[src/rtl/nvme_io_queue_sequencer_defines.svh]
// Assertion helpers for the queue sequencer.
// Both expect clk_i and rst_ni in the enclosing scope.
`ifndef NVME_IO_QUEUE_SEQUENCER_DEFINES_SVH
`define NVME_IO_QUEUE_SEQUENCER_DEFINES_SVH

// same-cycle implication
`define NVMEQS_ASSERT(label, ante, cons, msg) \
  label: assert property (@(posedge clk_i) disable iff (!rst_ni) (ante) |-> (cons)) \
    else $error(msg);

// next-cycle implication
`define NVMEQS_ASSERT_NEXT(label, ante, cons, msg) \
  label: assert property (@(posedge clk_i) disable iff (!rst_ni) (ante) |=> (cons)) \
    else $error(msg);

`endif

[src/rtl/nvmeqs_pkg.sv]
package nvmeqs_pkg;

  localparam int unsigned QUEUE_DEPTH_DEF  = 8;
  localparam int unsigned BUFFER_PAGES_DEF = 16;

  localparam int unsigned PAGE_BYTES = 4096;
  localparam int unsigned PAGE_SHIFT = 12;
  localparam int unsigned SHIFT_MIN  = 9;
  localparam int unsigned SHIFT_MAX  = 12;

  localparam logic [3:0]  SECTOR_SHIFT_RST = 4'd9;
  localparam logic [31:0] POLL_LIMIT_RST   = 32'd50000000;

  localparam logic [1:0] OPC_WRITE = 2'h1;
  localparam logic [1:0] OPC_READ  = 2'h2;

  typedef enum logic {
    CMD_START = 1'b0,
    CMD_POLL  = 1'b1
  } cmd_e;

  typedef enum logic [1:0] {
    KIND_SUBMIT  = 2'd0,
    KIND_DONE    = 2'd1,
    KIND_ERROR   = 2'd2,
    KIND_TIMEOUT = 2'd3
  } kind_e;

  typedef enum logic [1:0] {
    REG_SECTOR_SHIFT  = 2'd0,
    REG_DMA_BASE      = 2'd1,
    REG_PRP_LIST_BASE = 2'd2,
    REG_POLL_LIMIT    = 2'd3
  } reg_idx_e;

  // what one chunk issue produces
  typedef struct packed {
    logic [63:0] next_lba;
    logic [31:0] next_remaining;
    logic [6:0]  nlb;
    logic [4:0]  pages;
    logic [63:0] prp2;
  } chunk_t;

endpackage

[src/rtl/nvmeqs_chunk_calc.sv]
module nvmeqs_chunk_calc #(
  parameter int unsigned BUFFER_PAGES = nvmeqs_pkg::BUFFER_PAGES_DEF
) (
  input  logic [3:0]          sector_shift_i,
  input  logic [63:0]         lba_i,
  input  logic [31:0]         remaining_i,
  input  logic [63:0]         dma_base_i,
  input  logic [63:0]         prp_list_base_i,
  output nvmeqs_pkg::chunk_t  chunk_o
);
  import nvmeqs_pkg::*;

  localparam int unsigned BufBytes = BUFFER_PAGES * PAGE_BYTES;
  localparam int unsigned BytesW   = $clog2(BufBytes + 1);
  localparam int unsigned ChunkW   = $clog2(BUFFER_PAGES * (PAGE_BYTES >> SHIFT_MIN) + 1);
  localparam int unsigned PageW    = BytesW - PAGE_SHIFT;

  logic [3:0]          eff_shift;
  logic [ChunkW-1:0]   max_chunk;
  logic [ChunkW-1:0]   chunk;
  logic [ChunkW-1:0]   nlb;
  logic [ChunkW+6:0]   nlb_ext;
  logic [BytesW-1:0]   nbytes;
  logic [PageW-1:0]    pages;
  logic [PageW+4:0]    pages_ext;

  always_comb begin
    // out-of-range sector sizes fall back to 512 bytes
    eff_shift = (sector_shift_i inside {[SHIFT_MIN:SHIFT_MAX]}) ?
                sector_shift_i : 4'(SHIFT_MIN);
    max_chunk = ChunkW'(BytesW'(BufBytes) >> eff_shift);
    chunk     = (remaining_i > 32'(max_chunk)) ? max_chunk : remaining_i[ChunkW-1:0];
    nbytes    = BytesW'(chunk) << eff_shift;
    // round up to whole pages
    pages     = nbytes[BytesW-1:PAGE_SHIFT] + PageW'(|nbytes[PAGE_SHIFT-1:0]);
    nlb       = chunk - ChunkW'(1);
    nlb_ext   = (ChunkW + 7)'(nlb);
    pages_ext = (PageW + 5)'(pages);

    chunk_o.next_lba       = lba_i + 64'(chunk);
    chunk_o.next_remaining = remaining_i - 32'(chunk);
    chunk_o.nlb            = nlb_ext[6:0];
    chunk_o.pages          = pages_ext[4:0];
    if (32'(nbytes) <= 32'(PAGE_BYTES)) begin
      chunk_o.prp2 = '0;
    end else if (32'(nbytes) <= 32'(2 * PAGE_BYTES)) begin
      chunk_o.prp2 = dma_base_i + 64'(PAGE_BYTES);
    end else begin
      chunk_o.prp2 = prp_list_base_i;
    end
  end

endmodule

[src/rtl/nvme_io_queue_sequencer.sv]
// Host-side sequencer for one NVMe I/O submission/completion queue pair.
// Input channel (in_valid_i / in_stall_o): a word is either a start
// (command 0: start_lba, sector_total, is_write) or a poll (command 1:
// completion dword 3 read at the current completion head).
// Output channel (out_valid_o / out_stall_i): at most one result word per
// input word: a submit command with the new SQ tail, done, error status,
// or timeout. Both doorbells are carried in every result.
// Config port: cfg_we_i writes register cfg_idx_i (sector shift, DMA base,
// PRP list base, poll limit); write it only while no word is in flight.
// An accepted word goes to the input register; it is processed from there
// and its result goes to the result register. Throughput is one word per
// cycle while the receiver does not stall; each register holds one word.
// When the receiver stalls, the held result stays put; the input register
// keeps going for words that produce no result, and otherwise stalls.
// Reset clears the queue pointers, sets the expected phase to 1, idles the
// sequencer and loads the register defaults (512-byte sectors, 50M polls).
module nvme_io_queue_sequencer #(
  parameter int unsigned QUEUE_DEPTH  = nvmeqs_pkg::QUEUE_DEPTH_DEF,
  parameter int unsigned BUFFER_PAGES = nvmeqs_pkg::BUFFER_PAGES_DEF
) (
  input  logic                clk_i,
  input  logic                rst_ni,

  input  logic                cfg_we_i,
  input  logic [1:0]          cfg_idx_i,
  input  logic [63:0]         cfg_wdata_i,

  input  logic                in_valid_i,
  output logic                in_stall_o,
  input  logic                command_i,
  input  logic [63:0]         start_lba_i,
  input  logic [31:0]         sector_total_i,
  input  logic                is_write_i,
  input  logic [31:0]         completion_dw3_i,

  output logic                out_valid_o,
  input  logic                out_stall_i,
  output nvmeqs_pkg::kind_e   result_kind_o,
  output logic [1:0]          opcode_o,
  output logic [15:0]         command_id_o,
  output logic [63:0]         chunk_lba_o,
  output logic [6:0]          block_count_minus_one_o,
  output logic [63:0]         prp_first_o,
  output logic [63:0]         prp_second_o,
  output logic [4:0]          data_pages_o,
  output logic [2:0]          sq_doorbell_o,
  output logic [2:0]          cq_doorbell_o,
  output logic [14:0]         nvme_status_o
);
  import nvmeqs_pkg::*;

`include "nvme_io_queue_sequencer_defines.svh"

  localparam int unsigned PtrW = $clog2(QUEUE_DEPTH);

  typedef struct packed {
    kind_e       kind;
    logic [1:0]  opcode;
    logic [15:0] cid;
    logic [63:0] lba;
    logic [6:0]  nlb;
    logic [63:0] prp1;
    logic [63:0] prp2;
    logic [4:0]  pages;
    logic [2:0]  sq_db;
    logic [2:0]  cq_db;
    logic [14:0] status;
  } result_t;

  // config
  logic [3:0]  sector_shift_q;
  logic [63:0] dma_base_q, prp_list_base_q;
  logic [31:0] poll_limit_q;

  // input register
  logic        in_valid_q;
  cmd_e        in_cmd_q;
  logic [63:0] in_lba_q;
  logic [31:0] in_cnt_q;
  logic        in_wr_q;
  logic [31:0] in_dw3_q;

  // sequencer state
  logic [PtrW-1:0] sq_tail_q, sq_tail_d, cq_head_q, cq_head_d;
  logic            expected_phase_q, expected_phase_d;
  logic [15:0]     next_cid_q, next_cid_d;
  logic            busy_q, busy_d, writing_q, writing_d;
  logic [63:0]     next_lba_q, next_lba_d;
  logic [31:0]     remaining_q, remaining_d, poll_count_q, poll_count_d;

  // result register
  logic        out_valid_q;
  result_t     out_q;

  logic            accept, fire, res_valid, issue;
  result_t         res;
  logic [63:0]     calc_lba;
  logic [31:0]     calc_rem;
  chunk_t          chunk;
  logic [PtrW-1:0] tail_next, head_next;
  logic [PtrW+2:0] tail_ext, head_ext;
  logic [14:0]     status;

  assign fire       = in_valid_q && (!res_valid || !out_valid_q || !out_stall_i);
  assign in_stall_o = in_valid_q && !fire;
  assign accept     = in_valid_i && !in_stall_o;

  assign calc_lba = (in_cmd_q == CMD_START) ? in_lba_q : next_lba_q;
  assign calc_rem = (in_cmd_q == CMD_START) ? in_cnt_q : remaining_q;

  nvmeqs_chunk_calc #(
    .BUFFER_PAGES(BUFFER_PAGES)
  ) u_chunk (
    .sector_shift_i (sector_shift_q),
    .lba_i          (calc_lba),
    .remaining_i    (calc_rem),
    .dma_base_i     (dma_base_q),
    .prp_list_base_i(prp_list_base_q),
    .chunk_o        (chunk)
  );

  assign tail_next = (sq_tail_q == PtrW'(QUEUE_DEPTH - 1)) ? '0 : sq_tail_q + PtrW'(1);
  assign head_next = (cq_head_q == PtrW'(QUEUE_DEPTH - 1)) ? '0 : cq_head_q + PtrW'(1);
  assign status    = in_dw3_q[31:17];

  always_comb begin
    sq_tail_d        = sq_tail_q;
    cq_head_d        = cq_head_q;
    expected_phase_d = expected_phase_q;
    next_cid_d       = next_cid_q;
    busy_d           = busy_q;
    writing_d        = writing_q;
    next_lba_d       = next_lba_q;
    remaining_d      = remaining_q;
    poll_count_d     = poll_count_q;
    res_valid        = 1'b0;
    issue            = 1'b0;
    res              = '0;

    case (in_cmd_q)
      CMD_START: begin
        if (!busy_q) begin
          res_valid = 1'b1;
          if (in_cnt_q == '0) begin
            res.kind = KIND_DONE;
          end else begin
            busy_d    = 1'b1;
            writing_d = in_wr_q;
            issue     = 1'b1;
          end
        end
      end
      CMD_POLL: begin
        if (busy_q) begin
          if (in_dw3_q[16] != expected_phase_q) begin
            if (poll_count_q > poll_limit_q) begin
              res_valid    = 1'b1;
              res.kind     = KIND_TIMEOUT;
              busy_d       = 1'b0;
              poll_count_d = '0;
            end else if (poll_count_q != '1) begin
              poll_count_d = poll_count_q + 32'd1;
            end
          end else begin
            res_valid    = 1'b1;
            cq_head_d    = head_next;
            poll_count_d = '0;
            if (head_next == '0) begin
              expected_phase_d = !expected_phase_q;
            end
            if (status != '0) begin
              busy_d     = 1'b0;
              res.kind   = KIND_ERROR;
              res.status = status;
            end else if (remaining_q == '0) begin
              busy_d   = 1'b0;
              res.kind = KIND_DONE;
            end else begin
              issue = 1'b1;
            end
          end
        end
      end
      default: ;
    endcase

    if (issue) begin
      next_cid_d   = next_cid_q + 16'd1;
      sq_tail_d    = tail_next;
      next_lba_d   = chunk.next_lba;
      remaining_d  = chunk.next_remaining;
      poll_count_d = '0;
      res.kind     = KIND_SUBMIT;
      res.opcode   = writing_d ? OPC_WRITE : OPC_READ;
      res.cid      = next_cid_q;
      res.lba      = calc_lba;
      res.nlb      = chunk.nlb;
      res.prp1     = dma_base_q;
      res.prp2     = chunk.prp2;
      res.pages    = chunk.pages;
    end

    tail_ext  = (PtrW + 3)'(sq_tail_d);
    head_ext  = (PtrW + 3)'(cq_head_d);
    res.sq_db = tail_ext[2:0];
    res.cq_db = head_ext[2:0];
  end

  always_ff @(posedge clk_i or negedge rst_ni) begin
    if (!rst_ni) begin
      sector_shift_q  <= SECTOR_SHIFT_RST;
      dma_base_q      <= '0;
      prp_list_base_q <= '0;
      poll_limit_q    <= POLL_LIMIT_RST;
    end else if (cfg_we_i) begin
      case (reg_idx_e'(cfg_idx_i))
        REG_SECTOR_SHIFT:  sector_shift_q  <= cfg_wdata_i[3:0];
        REG_DMA_BASE:      dma_base_q      <= cfg_wdata_i;
        REG_PRP_LIST_BASE: prp_list_base_q <= cfg_wdata_i;
        REG_POLL_LIMIT:    poll_limit_q    <= cfg_wdata_i[31:0];
        default: ;
      endcase
    end
  end

  always_ff @(posedge clk_i or negedge rst_ni) begin
    if (!rst_ni) begin
      in_valid_q <= 1'b0;
    end else if (accept) begin
      in_valid_q <= 1'b1;
    end else if (fire) begin
      in_valid_q <= 1'b0;
    end
  end

  always_ff @(posedge clk_i) begin
    if (accept) begin
      in_cmd_q <= cmd_e'(command_i);
      in_lba_q <= start_lba_i;
      in_cnt_q <= sector_total_i;
      in_wr_q  <= is_write_i;
      in_dw3_q <= completion_dw3_i;
    end
  end

  always_ff @(posedge clk_i or negedge rst_ni) begin
    if (!rst_ni) begin
      sq_tail_q        <= '0;
      cq_head_q        <= '0;
      expected_phase_q <= 1'b1;
      next_cid_q       <= '0;
      busy_q           <= 1'b0;
      writing_q        <= 1'b0;
      next_lba_q       <= '0;
      remaining_q      <= '0;
      poll_count_q     <= '0;
    end else if (fire) begin
      sq_tail_q        <= sq_tail_d;
      cq_head_q        <= cq_head_d;
      expected_phase_q <= expected_phase_d;
      next_cid_q       <= next_cid_d;
      busy_q           <= busy_d;
      writing_q        <= writing_d;
      next_lba_q       <= next_lba_d;
      remaining_q      <= remaining_d;
      poll_count_q     <= poll_count_d;
    end
  end

  always_ff @(posedge clk_i or negedge rst_ni) begin
    if (!rst_ni) begin
      out_valid_q <= 1'b0;
    end else if (fire && res_valid) begin
      out_valid_q <= 1'b1;
    end else if (!out_stall_i) begin
      out_valid_q <= 1'b0;
    end
  end

  always_ff @(posedge clk_i) begin
    if (fire && res_valid) begin
      out_q <= res;
    end
  end

  assign out_valid_o             = out_valid_q;
  assign result_kind_o           = out_q.kind;
  assign opcode_o                = out_q.opcode;
  assign command_id_o            = out_q.cid;
  assign chunk_lba_o             = out_q.lba;
  assign block_count_minus_one_o = out_q.nlb;
  assign prp_first_o             = out_q.prp1;
  assign prp_second_o            = out_q.prp2;
  assign data_pages_o            = out_q.pages;
  assign sq_doorbell_o           = out_q.sq_db;
  assign cq_doorbell_o           = out_q.cq_db;
  assign nvme_status_o           = out_q.status;

  // unmatched polls are only counted while a transfer is open
  `NVMEQS_ASSERT(a_poll_count_busy, poll_count_q != '0, busy_q, "poll count set while idle")
  `NVMEQS_ASSERT_NEXT(a_submit_busy, fire && res_valid && res.kind == KIND_SUBMIT, busy_q, "submit without busy")
  // phase only flips when the head wraps
  `NVMEQS_ASSERT(a_phase_wrap, expected_phase_q != $past(expected_phase_q), cq_head_q == '0, "phase flip off wrap")

endmodule
[config.mk]
export PLATFORM = sky130hd
export DESIGN_NAME = nvme_io_queue_sequencer
export DESIGN_NICKNAME = d
export VERILOG_FILES = /design/src/rtl/nvmeqs_pkg.sv /design/src/rtl/nvmeqs_chunk_calc.sv /design/src/rtl/nvme_io_queue_sequencer.sv
export VERILOG_INCLUDE_DIRS = /design/src /design/src/rtl
export SDC_FILE = /design/constraint.sdc
export NUM_CORES = 1
export LEC_CHECK = 0
export BUFFER_PORTS_ARGS = -buffer_cell sky130_fd_sc_hd__buf_2
export CAP_MARGIN = 20
export CORE_ASPECT_RATIO = 0.9
export CORE_MARGIN = 5
export CORE_UTILIZATION = 50
export DETAILED_ROUTE_END_ITERATION = 12
export PLACE_DENSITY_LB_ADDON = 0.1
export SLEW_MARGIN = 5
export SYNTH_ARGS = -nofsm -noshare
export SYNTH_HDL_FRONTEND = slang
export SYNTH_SLANG_ARGS = --single-unit
[constraint.sdc]
create_clock -name clk_i -period 15.2 [get_ports clk_i]
set_input_delay 3.04 -clock clk_i [delete_from_list [all_inputs] [get_ports clk_i]]
set_output_delay 3.04 -clock clk_i [all_outputs]
set_load 0.01 [all_outputs]
After elaboration in Yosys (flattened, before gate mapping)
Index checks and enable logic that the tools add are counted.

Mux-type cells: 50. Bitwise logic cells: 5. Shifts and indexed selects: 2. Order comparisons: 6. $add $sub $neg: 9. Reductions and logical operators: 31. Equality and inequality tests: 9.

Operators by type and width (number): 32-bit 2-to-1 mux (7); 64-bit 2-to-1 mux (2); 64-bit by 13-bit adder with 64-bit output, second input constant (1); 64-bit by 8-bit adder with 64-bit output (1); 32-bit logical NOT (2); 32-bit by 1-bit adder with 32-bit output, second input constant (1); 32-bit > comparator (1); 32-bit by 8-bit > comparator with 1-bit output (1); 32-bit inequality test, second input constant (1); 32-bit by 8-bit subtractor with 32-bit output (1); 1-bit 2-to-1 mux (24); 3-bit 2-to-1 mux (6); 17-bit by 13-bit less-or-equal comparator with 1-bit output, second input constant (1); 17-bit by 14-bit less-or-equal comparator with 1-bit output, second input constant (1); 8-bit by 4-bit << shifter with 17-bit output (1); 17-bit by 4-bit >> shifter with 8-bit output, first input constant (1); 16-bit by 1-bit adder with 16-bit output, second input constant (1); 15-bit nonzero test (1); 12-bit OR reduction (1); 2-bit 2-to-1 mux (5); 2-bit AND reduction (5); 8-bit 2-to-1 mux (1); 7-bit by 1-bit subtractor with 7-bit output, second input constant (1); 3-bit by 1-bit adder with 3-bit output, second input constant (2); 23 further kinds (43).

Bits in registers: 694. Input port bits: 201.

Longest topological paths before layout
Gate-level depths: netlist (run 1).

Word-level depth: 14. Depth in mapped cells: 24.

Hierarchy
A second synthesis (run 1) with hierarchy kept.

Cells, all modules: 2566. Area, all modules: 32384.8 um2.

Modules (own cells, without submodules): nvme_io_queue_sequencer (area an instance 27367.5 um2, cells an instance 1778, seq. area each 18781.8 um2, times used 1); nvmeqs_chunk_calc (area an instance 5017.3 um2, cells an instance 788, seq. area each 0.0 um2, times used 1).

Worst setup path after synthesis (run 1)
No wires, ideal clock.

Path kind: input to register. From: input port out_stall_i. To: register out_q, in the netlist block_count_minus_one_o[0] (enable). Data arrival time: 15.089 ns. Path slack: -0.823 ns. Cell stages on the path: 3. Required time: 14.266 ns. Path buffers: 0. Cells stage by stage: nand2_1 o21ai_0 a21oi_1.

Word-level cells in the longest chain between the ends: 4.

Ends and longest elaborated chain: start: declaration (RTL line nvme_io_queue_sequencer.sv:37) `input logic out_stall_i,`; 1-bit logical NOT; 1-bit logical OR (RTL line nvme_io_queue_sequencer.sv:104) `assign fire = in_valid_q && (!res_valid || !out_valid_q || !out_stall_i);`; 1-bit logical AND (RTL line nvme_io_queue_sequencer.sv:104); 1-bit logical AND (RTL line nvme_io_queue_sequencer.sv:281) `if (fire && res_valid) begin`; end signal: assignment (RTL line nvme_io_queue_sequencer.sv:282) `out_q <= res;`; end: declaration (RTL line nvme_io_queue_sequencer.sv:93) `result_t out_q;`.

Every way passes these cells. A chain may end at the register's enable or synchronous reset.

Worst setup path in the final report (run 1)
From: register in_cmd_q. To: output port in_stall_o.

Word-level cells in the longest chain between the ends: 8.

Ends and longest elaborated chain: start: declaration (RTL line nvme_io_queue_sequencer.sv:77) `cmd_e in_cmd_q;`; start signal: assignment (RTL line nvme_io_queue_sequencer.sv:238) `in_cmd_q <= cmd_e'(command_i);`; 1-bit NOT; 1-bit one-hot mux with 2 select lines * (RTL line nvme_io_queue_sequencer.sv:140) `case (in_cmd_q)`; 1-bit logical NOT * (RTL line nvme_io_queue_sequencer.sv:104); 1-bit logical OR * (2 in a row) (RTL line nvme_io_queue_sequencer.sv:104); 1-bit logical AND * (RTL line nvme_io_queue_sequencer.sv:104); 1-bit logical NOT * (RTL line nvme_io_queue_sequencer.sv:105) `assign in_stall_o = in_valid_q && !fire;`; 1-bit logical AND * (RTL line nvme_io_queue_sequencer.sv:105); end: declaration (RTL line nvme_io_queue_sequencer.sv:29) `output logic in_stall_o,`.

Every way passes the cells marked *; elsewhere a longest branch is shown, timed or not.

==> results of run 1 <==
==> stage by stage <==
stage | area (µm²) | std cells | util | worst slack [ps] | power (W)
floorplan | 33300 | 2842 | - | 4720 | 0.00353
finish | 38600 | 4182 | 0.586 | 8100 | 0.00571
detailed placement | 36200 | 4033 | 0.550 | 8220 | 0.00399
CTS | 38600 | 4169 | 0.586 | 8110 | 0.00575
global route | 38600 | 4173 | 0.586 | 7710 | 0.00600
global placement | 36200 | 4033 | 0.550 | 8370 | 0.00393
==> power breakdown <==
| group | leakage (nW) | switching [W] | internal [W] | total (W) |
|---|---|---|---|---|
| Clock | 1.14 | 0.000721 | 0.00103 | 0.00175 |
| Sequential | 7.26 | 0.000250 | 0.00236 | 0.00261 |
| Combinational | 7.09 | 0.000830 | 0.000523 | 0.00135 |
| Total | 15.5 | 0.00180 | 0.00391 | 0.00571 |
==> cells by family after synthesis <==
group / count (synthesis)
AND/OR/NAND/NOR: 979
flip-flops: 678
AO/OA/AOI/OAI: 488
multiplexers: 239
buffers and inverters: 224
XOR/XNOR: 164
adder cells (fa/ha/maj): 66
other: 2
==> layer usage <==
layer | track usage | up-vias | routed length (µm)
li1 | - | 11300 | -
met1 | 0.338 | 12200 | 38300
met2 | 0.394 | 797 | 42700
met3 | 0.0432 | 156 | 6050
met4 | 0.0688 | 6 | 2340
met5 | 0 | - | 34
==> worst min path at each step <==
stage	end	slack [ps]
after floorplan	next_cid_q[15]	430
after global placement	next_cid_q[15]	450
after detailed placement	next_cid_q[15]	460
after CTS	next_cid_q[15]	470
after global routing	next_cid_q[15]	480
final	next_cid_q[15]	460
==> flip-flops by register name (all words and copies together), names as in the netlist, 4 cells and up <==
name,count
chunk_lba_o,64
remaining_q,32
poll_count_q,32
block_count_minus_one_o,7
nvme_status_o,15
in_lba_q,64
in_dw3_q,16
poll_limit_q,32
prp_list_base_q,64
command_id_o,16
in_cnt_q,32
dma_base_q,64
next_lba_q,64
data_pages_o,5
prp_first_o,64
next_cid_q,16
sector_shift_q,4
prp_second_o,64
==> area by class of cell <==
class	count	area share
repair buffers	462	0.0628
inverters	89	0.00866
well taps	864	0.0280
diodes	13	0.000843
flip-flops and latches	678	0.487
clock buffers	105	0.0534
multi-input cells	1940	0.353
clock inverters	31	0.00710
==> cell usage in the layout (no fill, tap or decap), types with 28 or more instances in the layout <==
| master | n |
|---|---|
| nor4_1 | 30 |
| edfxtp_1 | 359 |
| nor2_1 | 204 |
| o21ai_0 | 86 |
| clkbuf_16 | 77 |
| nor3_1 | 60 |
| ha_1 | 64 |
| and2_1 | 102 |
| xnor2_1 | 80 |
| nand4_1 | 52 |
| a21oi_1 | 107 |
| mux2i_1 | 56 |
| mux2_2 | 182 |
| buf_4 | 29 |
| inv_1 | 89 |
| o211ai_1 | 28 |
| o2bb2ai_1 | 66 |
| buf_2 | 430 |
| nand2_1 | 212 |
| o22ai_1 | 32 |
| xor2_1 | 84 |
| dfrtp_1 | 304 |
| nand3_1 | 115 |
==> out/qor.yml, run 1 <==
yosysWarnings: 0
synth_top_area_cell: "edfxtp_1"
drt_iter0_markers: 2108
r2r-start: "in_cmd_q"
cp.arrival_ps: 4060
finalCritPeriodShare: 0.467
die_x_um: 282
ff_latch_area_um2: 18800
hpwl_um: 61000
die_area_um2: 71800
gp_congestion: 0.874
cpLargestDelayFamily: "buffers and inverters"
portBuffers: 431
first_pass_iters: 8
grt_pass1_wl_um: 137000
die_h_um: 255
synth.avg_cell_area_um2: 11.7
synth-xor-area-share: 0.0432
p_leak_nw: 15.5
cp-end-kind: "primary output"
clock.fmax_mhz: 141
cts_resized: 0
cts_made_buffers: 74
multi_input_area_um2: 13600
wire_per_inst_um: 21.4
slew_headroom: 0.138
rrSetupSlack_ps: 8160
worst_hold_startpoint: "next_cid_q[15]"
grt_max_degree: 167
layout.nets: 3512
drc: 0
ys_async_sr_fraction: 0.471
ios: 448
powerDensity_nw_per_um2: 148
cts_root_buf: "clkbuf_16"
synth_area_leaders: "edfxtp_1 (32%), dfrtp_1 (23%), mux2_2 (6.2%)"
holdWs_ps: 464
syn_area_um2: 33300
synth.yosys.seq_area_share: 0.564
synth_compound_area_frac: 0.102
cts_tree: "yes"
antenna_found_initial: 12
holdPathStages: 1
fin_skew_ps: 22.0
synth-main-ff-cell: "edfxtp_1"
hold_viol: 0
r2r-end: "next_lba_q[63]"
cp.required_ps: 12160
start_kind: "flip-flop"
rsz0062_at_grt: "no"
tightest_slew_ps: 1290
synth_edf_count: 359
cp_num_cells: 6
cts_htree_levels: 3
synth-seq-cells: 678
fill_cells: 5447
cts.sinks: 678
cpMaxStageDelayCell: "edfxtp_1"
synthTopCellsByCount: "edfxtp_1 (359), dfrtp_1 (304), nand2_1 (212)"
status: "complete, no violations"
crit_path_end: "in_stall_o"
synth_top_family_by_area: "simple AND/OR/NAND/NOR gates"
tns_ps: 0
clock_path_buffers: 3
grt_pass1_vias: 24100
clk_latency_ps: 610
rows: 89
slowest_delay_ps: 940
drv_slew: 0
synth.most_common_cell: "edfxtp_1"
min_path_type: "reg -> reg"
ir_drop_uv: 99.4
maxCapViolCount: 0
drive_above_1_share: 0.250
syn_inst: 2840
crit_chain: "buf_4 > nand2_1 > inv_1 > nand2b_1 > a21oi_1 > buf_2"
synth_top_area_frac: 0.324
initial_core_util: 0.506
synth.mux.area_fraction: 0.0788
setup_viol: 0
worstSetupPathType: "reg -> out"
startpoint: "in_cmd_q"
crit_fanout: 44
clk_pin_slew_ps: 60
vias_per_cell: 5.86
ant_nets: 0
syn_to_final_growth_pct: 16.0
synth-adder-area-share: 0.0253
cts_setup_buffers: 0
yosysUniqueCellTypes: 108
coreArea_um2: 65800
rr_worst_depth: 19
synth_simple_gate_area_share: 0.156
vias: 24500
grt_overflow: 0
critPathBufInv: 3
routed_wl_um: 89400
period_needed_ps: 7100
grtUsageTotal: 0.242
cts_hold_buf: 0
(Power assumes the default switching activity.)
==> run 2, diff against run 1 <==
clock period = 7.3 ns   (was 15.2 ns; I/O delays follow)
==> run 2 against run 1 <==
Register-to-register slack lost 7500 ps. Largest power group unchanged. Flip-flop and latch count is the same. Worst hold slack lost 5.3 ps. Combinational power grew 110%. Routed wire length shrank 1.2%. Utilization grew 0.25 points. Count of clock-buffer cells in the layout is the same. Non-clock buffer count shrank 3. Critical path depth grew 17. Via count shrank 0.20%.
==> out/qor.yml, run 2 (synthesized netlist as in run 1, its figures left out) <==
finalCritPeriodShare: 0.906
vias: 24500  # -0.20%
ant_nets: 0  # unchanged
grt_pass1_vias: 24500  # +1.7%
routedLengthMet1_um: 38500  # +0.69%
p_sw_frac: 0.316  # +0.000570
setup_viol: 0  # unchanged
hpwl_um: 60500  # -0.88%
drv_slew: 0  # unchanged
crit_fanout: 16  # -64%
layout.nets: 3509  # -0.085%
rsz0062_at_grt: "no"
die_area_um2: 71800  # unchanged
first_pass_iters: 7  # -1
portBuffers: 431  # unchanged
hold_viol: 0  # unchanged
grt_max_degree: 158  # -5.4%
grtUsageTotal: 0.242  # about the same
clkPwrFrac: 0.316  # +0.009
p_comb_frac: 0.234  # -0.003
maxCapViolCount: 0  # unchanged
layout_setup_ws_ps: 687  # -7410 ps
holdWs_ps: 459  # -5.26 ps
syn_to_final_growth_pct: 16.5
final_cell_mix: "buf_2 (430), edfxtp_1 (359), dfrtp_1 (304)"
clock_path_buffers: 3  # unchanged
start_kind: "flip-flop"
wl_met2_um: 41700  # -2.4%
vias_per_cell: 5.85  # -0.18%
cts.sinks: 678  # unchanged
routed_wl_um: 88300  # -1.2%
cp.required_ps: 7790  # -4370 ps
fill_cells: 5409  # -0.70%
power_switching_w: 0.00381  # +110%
die_h_um: 255  # unchanged
ios: 448  # unchanged
wl_met3_um: 5600  # -7.5%
worst_hold_startpoint: "next_cid_q[15]"
fin_area_um2: 38800  # +0.43%
routed.top_layer: "met5"
die_x_um: 282  # unchanged
r2r-start: "sector_shift_q[3]"
rr_worst_depth: 23  # +4
power_frac_seq: 0.450  # -0.007
cts_resized: 0  # unchanged
r2r-end: "next_lba_q[63]"
final_common_cell: "buf_2"
cp.arrival_ps: 7100  # +3040 ps
drive_above_1_share: 0.252  # +0.00219
cts_setup_buffers: 0  # unchanged
tightest_slew_ps: 1120  # -172 ps
worstSetupPathType: "reg -> reg"
internal_power_w: 0.00826  # +110%
antenna_found_initial: 22  # +10
holdPathStages: 1  # unchanged
grt_overflow: 0  # unchanged
clk_pin_slew_ps: 60  # about the same
fin_skew_ps: 26.9  # +4.85 ps
min_path_type: "reg -> reg"
ir_drop_uv: 244  # +150%
wire_per_inst_um: 21.1  # -1.1%
cts_made_buffers: 74  # unchanged
cts_tree: "yes"
p_leak_nw: 15.6  # +0.40%
rows: 89  # unchanged
rrSetupSlack_ps: 690  # -7470 ps
initial_core_util: 0.506  # unchanged
cts_hold_buf: 0  # unchanged
status: "complete, no violations"
period_needed_ps: 6610
cts_htree_levels: 3  # unchanged
gp_congestion: 0.877  # +0.34%
clock.fmax_mhz: 151
clk_latency_ps: 620  # about the same
min_to: "next_cid_q[15]"
slew_headroom: 0.253  # +0.114
grt_pass1_wl_um: 138000  # +0.59%
dpl_worst_slack_ps: 861  # -7360 ps
powerDensity_nw_per_um2: 311  # +110%
place_area_um2: 36300  # about the same
cts_root_buf: "clkbuf_16"
tns_ps: 0  # unchanged
cp-end-kind: "flip-flop"
drt_iter0_markers: 1882  # -11%
drc: 0  # unchanged
coreArea_um2: 65800  # unchanged
==> run 2: cell type report <==
class / count / area, µm² / share of cell area
inverters: 89 / 334 / 0.00862
clock inverters: 33 / 377 / 0.00972
repair buffers: 459 / 2460 / 0.0635
diodes: 13 / 32.5 / 0.000839
well taps: 864 / 1080 / 0.0279
multi-input cells: 1940 / 13600 / 0.351
clock buffers: 105 / 2090 / 0.0539
flip-flops and latches: 678 / 18800 / 0.485
==> run 2: how the worst max path moves through the flow <==
stage / from / to
6_report: sector_shift_q[3] / next_lba_q[63]
5_1_grt: sector_shift_q[3] / next_lba_q[63]
4_1_cts: sector_shift_q[3] / next_lba_q[63]
2_1_floorplan: poll_limit_q[23] / block_count_minus_one_o[0]
3_3_place_gp: sector_shift_q[3] / next_lba_q[63]
3_5_place_dp: sector_shift_q[3] / next_lba_q[63]
==> run 2: metal layers <==
layer	vias to the layer above	track usage
met1	12200	0.340
met5	-	0
met3	175	0.0458
li1	11300	-
met4	14	0.0743
met2	804	0.387
==> run 2: power groups by stage <==
stage | sequential, W | clock [W] | combinational, W
final | 0.00543 | 0.00382 | 0.00283
after global routing | 0.00552 | 0.00406 | 0.00312
after CTS | 0.00542 | 0.00390 | 0.00284
after detailed placement | 0.00549 | 0 | 0.00283
after global placement | 0.00546 | 0 | 0.00275
after floorplan | 0.00552 | 0 | 0.00178
==> run 2: critical path, cell delays in order, from the launching register on <==
cell and delay [ps]:
dfstp_2 560, nor2b_1 280, and2_1 370, nor2_1 120, inv_1 100, ha_1 240
a21o_1 160, a21oi_1 140, nor2b_1 60, o32ai_1 440, and3_1 540, mux2i_1 240
buf_4 170, inv_1 50, ha_1 350, nand3_1 80, o211ai_1 360, o311ai_2 200
buf_4 250, nor4_2 860, nand3_1 380, xnor2_1 220, a22oi_1 190, nand3_1 90
==> run 2: through the flow <==
step	util	power, W	std cells
final	0.589	0.0121	4181
after global placement	0.551	0.00821	4029
after CTS	0.589	0.0122	4168
after floorplan	-	0.00730	2842
after detailed placement	0.551	0.00832	4030
after global routing	0.589	0.0127	4178
